[src/rtl/assert_macros.svh]
// assertion helper macros for the pose compose block
// no dependencies
`ifndef ASSERT_MACROS_SVH
`define ASSERT_MACROS_SVH
// implication checked on every clock edge outside reset
`define PPC_ASSERT_IMP(lbl, clk, rst_n, ante, cons) \
  lbl: assert property (@(posedge clk) disable iff (!rst_n) (ante) |-> (cons)) \
    else $error("assertion failed");
// implication checked in the cycle after the antecedent
`define PPC_ASSERT_NEXT(lbl, clk, rst_n, ante, cons) \
  lbl: assert property (@(posedge clk) disable iff (!rst_n) (ante) |=> (cons)) \
    else $error("assertion failed");
`endif

[src/rtl/ppc_pkg.sv]
// shared types, constants and functions for planar_pose_compose
// no dependencies
`timescale 1ns / 1ps
package ppc_pkg;
  localparam int POS_WIDTH_DEF     = 32;
  localparam int ANGLE_WIDTH_DEF   = 16;
  localparam int CORDIC_STAGES_DEF = 16;
  localparam int MAX_STAGES        = 24;
  localparam int TRIG_W            = 16;
  localparam int CW                = 34;  // cordic datapath width, Q30 plus headroom
  localparam int ZW                = 33;
  localparam logic signed [TRIG_W-1:0] TRIG_ONE = 16'sd16384;
  localparam logic [63:0] K_INF_Q30  = 64'd652032874;
  localparam logic [63:0] K_CORR_Q30 = 64'd434688583;

  typedef struct packed {
    logic        restart;
    logic [31:0] delta_x;
    logic [31:0] delta_y;
    logic [15:0] delta_angle;
  } in_item_t;

  typedef struct packed {
    logic [31:0] pose_x;
    logic [31:0] pose_y;
    logic [15:0] pose_angle;
    logic [15:0] pose_sin;
    logic [15:0] pose_cos;
    logic        saturated;
  } out_item_t;

  typedef enum logic [1:0] {
    ST_IDLE = 2'd0,
    ST_MUL  = 2'd1,
    ST_ROT  = 2'd2,
    ST_OUT  = 2'd3
  } back_state_t;

  function automatic logic [31:0] atan_turn32(input logic [4:0] i);
    logic [31:0] r;
    begin
      unique case (i)
        5'd0: r = 32'd536870912;  5'd1: r = 32'd316933406;
        5'd2: r = 32'd167458907;  5'd3: r = 32'd85004756;
        5'd4: r = 32'd42667331;   5'd5: r = 32'd21354465;
        5'd6: r = 32'd10679838;   5'd7: r = 32'd5340245;
        5'd8: r = 32'd2670163;    5'd9: r = 32'd1335087;
        5'd10: r = 32'd667544;    5'd11: r = 32'd333772;
        5'd12: r = 32'd166886;    5'd13: r = 32'd83443;
        5'd14: r = 32'd41722;     5'd15: r = 32'd20861;
        5'd16: r = 32'd10431;     5'd17: r = 32'd5215;
        5'd18: r = 32'd2608;      5'd19: r = 32'd1304;
        5'd20: r = 32'd652;       5'd21: r = 32'd326;
        5'd22: r = 32'd163;       5'd23: r = 32'd81;
        default: r = 32'd0;
      endcase
      return r;
    end
  endfunction

  // round shift then clip a Q30 value to Q2.14
  function automatic logic signed [TRIG_W-1:0] to_q14(input logic signed [CW-1:0] v);
    logic signed [CW:0] t;
    logic signed [CW:0] q;
    logic signed [TRIG_W-1:0] r;
    begin
      t = $signed({v[CW-1], v}) + $signed((CW+1)'(32768));
      q = t >>> 16;
      if (q > $signed((CW+1)'(16384))) r = TRIG_ONE;
      else if (q < -$signed((CW+1)'(16384))) r = -TRIG_ONE;
      else r = q[TRIG_W-1:0];
      return r;
    end
  endfunction
endpackage

[src/rtl/ppc_front.sv]
// front end: accepts transactions and queues them for the back end
// depends on ppc_pkg
`timescale 1ns / 1ps
module ppc_front #(
  parameter int POS_WIDTH   = ppc_pkg::POS_WIDTH_DEF,
  parameter int ANGLE_WIDTH = ppc_pkg::ANGLE_WIDTH_DEF
) (
  input  logic             clk,
  input  logic             rst_n,
  input  logic             in_valid,
  output logic             in_stall,
  input  ppc_pkg::in_item_t in_data,
  output logic             q_valid,
  input  logic             q_pop,
  output ppc_pkg::in_item_t q_data
);
  // two-entry queue
  ppc_pkg::in_item_t mem_r [2];
  logic       wp_r, rp_r;
  logic [1:0] cnt_r;
  logic push;

  assign in_stall = (cnt_r == 2'd2);
  assign push = in_valid && !in_stall;
  assign q_valid = (cnt_r != 2'd0);
  assign q_data = mem_r[rp_r];

  always_ff @(posedge clk) begin
    if (!rst_n) begin
      wp_r <= 1'b0;
      rp_r <= 1'b0;
      cnt_r <= 2'd0;
    end else begin
      if (push) wp_r <= !wp_r;
      if (q_pop) rp_r <= !rp_r;
      cnt_r <= cnt_r + {1'b0, push} - {1'b0, q_pop};
    end
  end

  // classify: mask fields to parameter widths
  always_ff @(posedge clk) begin
    if (push) begin
      mem_r[wp_r].restart <= in_data.restart;
      mem_r[wp_r].delta_x <= 32'($signed(in_data.delta_x[POS_WIDTH-1:0]));
      mem_r[wp_r].delta_y <= 32'($signed(in_data.delta_y[POS_WIDTH-1:0]));
      mem_r[wp_r].delta_angle <= 16'(in_data.delta_angle[ANGLE_WIDTH-1:0]);
    end
  end
endmodule

[config.mk]
export PLATFORM = sky130hd
export DESIGN_NAME = ppc_front
export DESIGN_NICKNAME = d
export VERILOG_FILES = /design/src/rtl/assert_macros.svh /design/src/rtl/ppc_pkg.sv /design/src/rtl/ppc_front.sv
export SDC_FILE = /design/constraint.sdc
export NUM_CORES = 1
export LEC_CHECK = 0
export BUFFER_PORTS_ARGS = -buffer_cell sky130_fd_sc_hd__clkbuf_2
export CAP_MARGIN = 20
export CORE_ASPECT_RATIO = 1.1
export CORE_MARGIN = 10
export CORE_UTILIZATION = 52
export DETAILED_ROUTE_END_ITERATION = 10
export PLACE_DENSITY = 0.83
export SYNTH_ARGS = -nofsm -noshare
export SYNTH_HDL_FRONTEND = slang
export SYNTH_SLANG_ARGS = --single-unit
[constraint.sdc]
create_clock -name clk -period 4.9 [get_ports clk]
set_input_delay 0 -clock clk [delete_from_list [all_inputs] [get_ports clk]]
set_output_delay 0 -clock clk [all_outputs]
set_load 0.02 [all_outputs]
==> flow_results.org <==
** Timing
- At the pin with the least slew margin, the transition time is 1070 ps.
- Setup violations remaining at the end of the flow were counted as 0.
- Of the available clock period, the critical path in the final layout requires 51.5%.
- Clock Skew :: 14.3 ps
- Timing would allow up to 396 MHz.
- Min Clock Period, post-route :: 2520 ps
- The number of pins exceeding their max-slew limit in the final report is 0.
- Count of endpoints failing hold in the final timing report :: 0
- Measured against its own limit, the worst slew margin works out to 28.9%.
- Setup repair after global routing left no endpoint under its margin.
- Total Negative Setup Slacks :: 0 ps

** Routing
- Vias per cell :: 4.93
- Remaining routing DRC violations :: 0
- Final routed wire length divided by cell count :: 19.3 um
- The detailed router finished its first iteration with 167 violations.
- Before antenna repair, the detailed router went through 4 iterations.
- Post-detailed-route count of antenna-violating nets :: 0
- Summed over all layers, the routed wires come to 13,700 um.
- The routed layout has 3,495 vias.

** Logic synthesis
- The synthesized design devotes to its leading area cell type 75.1% of total area.
- Mean post-synth cell area :: 23.4 um^2
- Cell types with the largest area share after synthesis :: sky130_fd_sc_hd__edfxtp_1, sky130_fd_sc_hd__mux2_4, sky130_fd_sc_hd__buf_12, sky130_fd_sc_hd__dfxtp_1, sky130_fd_sc_hd__ha_1
- Netlist area before placement :: 6470 um^2
- Synth Register Bits :: 167
- Largest family of logic cells by synthesized area :: multiplexers
- During synthesis, Yosys emitted a total of 0 warnings.
- Synth Area in Compound Gates :: 0%
- Synthesized-area fraction occupied by and/or/nand/nor cells :: 0.831%
- Fraction of the yosys area taken by sequential cells :: 76.7%
- Post-Syn Nets :: 364
- Measured against the total synthesized area, the mux share comes to 18.9%.
- Synthesis instantiated 17 different standard cells from the library.
- Arithmetic-cell share of the synthesized area counting full adders, half adders and majority gates :: 0.386%
- Number of standard cells after synthesis :: 277
- The synthesized design spends more area on one cell type than any other, namely sky130_fd_sc_hd__edfxtp_1.
- Xor and xnor area share after synthesis :: 0.406%

** Clock network
- Clock tree synthesis found a total of 167 sinks.
- Clock insertion delay at the later pin of the skew report :: 410 ps
- Clock tree from TritonCTS :: done
- Buffer depth of the longest clock path :: 2
- Root buffer cell :: sky130_fd_sc_hd__clkbuf_16
- In this run, post-CTS repair resized a total of 0 instances.
- Hold repair after CTS inserted 84 buffers.
- TritonCTS created 17 clock buffers.
- Clock H-tree levels :: 4
- Clk slew on worst S/H paths :: 60 ps
- Buffers added to address setup during post-CTS repair amount to 0.

** Floorplanning
- The core region is 12,100 um^2.
- Row count :: 42
- IO Count :: 168
- Chip width :: 126 um
- The die covers 17,300 um^2.
- The die is 137 um tall.
- Initial Utilization :: 53.3%

** Placed design
- Count of placed standard cells including taps :: 591
- Port Buffers :: 167
- At the end of routability-driven placement, the weighted congestion stood at 0.721.
- The wire-length estimate of the detail-placed layout is 8190 um.

** Job
- The tool flagged a number of max-cap violations equal to 0.

** Critical path
- Slowest-stage cell, CP :: sky130_fd_sc_hd__dfxtp_4
- Required time reported for the critical path endpoint :: 4900 ps
- The setup path with the least slack is of type register to primary output.
- In this run the critical register-to-register path is launched from cnt_r[0].
- Critical path startpoint category :: register
- Critical Path Max Stage Delay :: 1020 ps
- Endpoint class of the critical path :: primary output
- Traced cell by cell, the critical path runs through buf_4 -> mux2_4 -> clkbuf_2.
- Path depth of the worst reg2reg path :: 4
- CP arrival :: 2520 ps
- Largest fanout on the critical path :: 56

** Pwr
- Max rail drop VDD :: 0.267 mV
- For this design the static power due to leakage is 0.00358 uW.
- For this design the ratio of total power to cell area is 457 nW/um^2.
- Power Total :: 4030 uW

** Global route
- Initial antenna violation count :: 1
- Entering global routing, the biggest net connects 82 pins.
- The number of global-route vias before repair is 3,919.
- Across every metal layer, demand over resource in global routing totals 15.6%.
- The first global-routing pass estimated 20,900 um of wire.
- Final global-route overflow total :: 0

** Status
- Run status :: complete, no violations

** Layout
- In the layout the commonest cells are sky130_fd_sc_hd__clkbuf_2, sky130_fd_sc_hd__edfxtp_1, sky130_fd_sc_hd__dlygate4sd3_1.
- The net count of the finished layout is 628.
- Leaving out fill and tap cells, the most frequent cell in the layout is sky130_fd_sc_hd__clkbuf_2.
- Proportion of layout cells with a drive suffix above 1 :: 51.1%
- Growth of design area from synthesis to finish :: 36.3%
- Leaving out filler cells and counting taps, the final layout contains 709.

** Min path
- The min-delay analysis places its worst path in the category input pin to register.
- Critical hold path startpoint :: in_data[36]
- The worst hold path was traced through 2 stages.
## cell usage after synthesis (all sizes together)
cell type and count:
and2 1, and3 1, buf 9, dfxtp 5, edfxtp 162, ha 2, inv 3, mux2 81
mux2i 1, nand2 2, nand2b 2, nor2 4, or2 1, xnor2 2, xor2 1
## critical path, delay by kind of cell (launching register included)
kind / cells / cell delay, ps
multiplexers: 1 / 340
flip-flops: 1 / 1020
buffers and inverters: 2 / 740
## final cells by class
cell class / instances / area [um^2]
Clock inverter: 13 / 156
Multi-Input combinational cell: 98 / 1340
Fill cell: 730 / 3320
Antenna cell: 1 / 2.50
Sequential cell: 167 / 4970
Clock buffer: 19 / 433
Tap cell: 154 / 193
Timing Repair Buffer: 254 / 1720
Inverter: 3 / 11.3
## worst paths after layout
| kind | to | slack [ps] |
|---|---|---|
| worst min register to register | register | 530 |
| worst max register to register | mem_r[0][67] | 2410 |
| worst max-delay path | q_data[24] | 2380 |
| worst min-delay path | mem_r[1][36] | 320 |
## flip-flops by register name, summed over array words and instances, names as in the netlist, named ones only
register,flops
cnt_r,2
rp_r,1
mem_r,162
wp_r,1
## cells by family after synthesis
| kind of cell | Yosys count |
|---|---|
| flops | 167 |
| mux | 82 |
| buf+inv | 12 |
| simple gates | 11 |
| xor+xnor | 3 |
| fa+ha+maj | 2 |
## layer usage
metal,global-route usage [%],vias up,routed length (um)
met5,0,-,0
met4,5.82,0,173
met3,5.84,14,1030
met2,27.5,142,7330
met1,16.6,1712,5150
li1,-,1627,-
## stage by stage
stage / worst slack [ps] / hold slack, ps / instance area (um^2) / utilization, %
2_1_floorplan: 445 / 98.9 / 6470 / -
6_report: 2380 / 318 / 8820 / 72.7
3_5_place_dp: 2430 / 193 / 7360 / 60.7
5_1_grt: 2200 / 306 / 8820 / 72.7
3_3_place_gp: 2530 / 190 / 7360 / 60.7
4_1_cts: 2280 / 296 / 8790 / 72.4
## report_power, final
part           internal (uW)  switching, uW
clock network            798            517
registers               1810           79.4
logic                    370            457
total                   2980           1050
No activity file was read; power rests on OpenSTA's default activity.
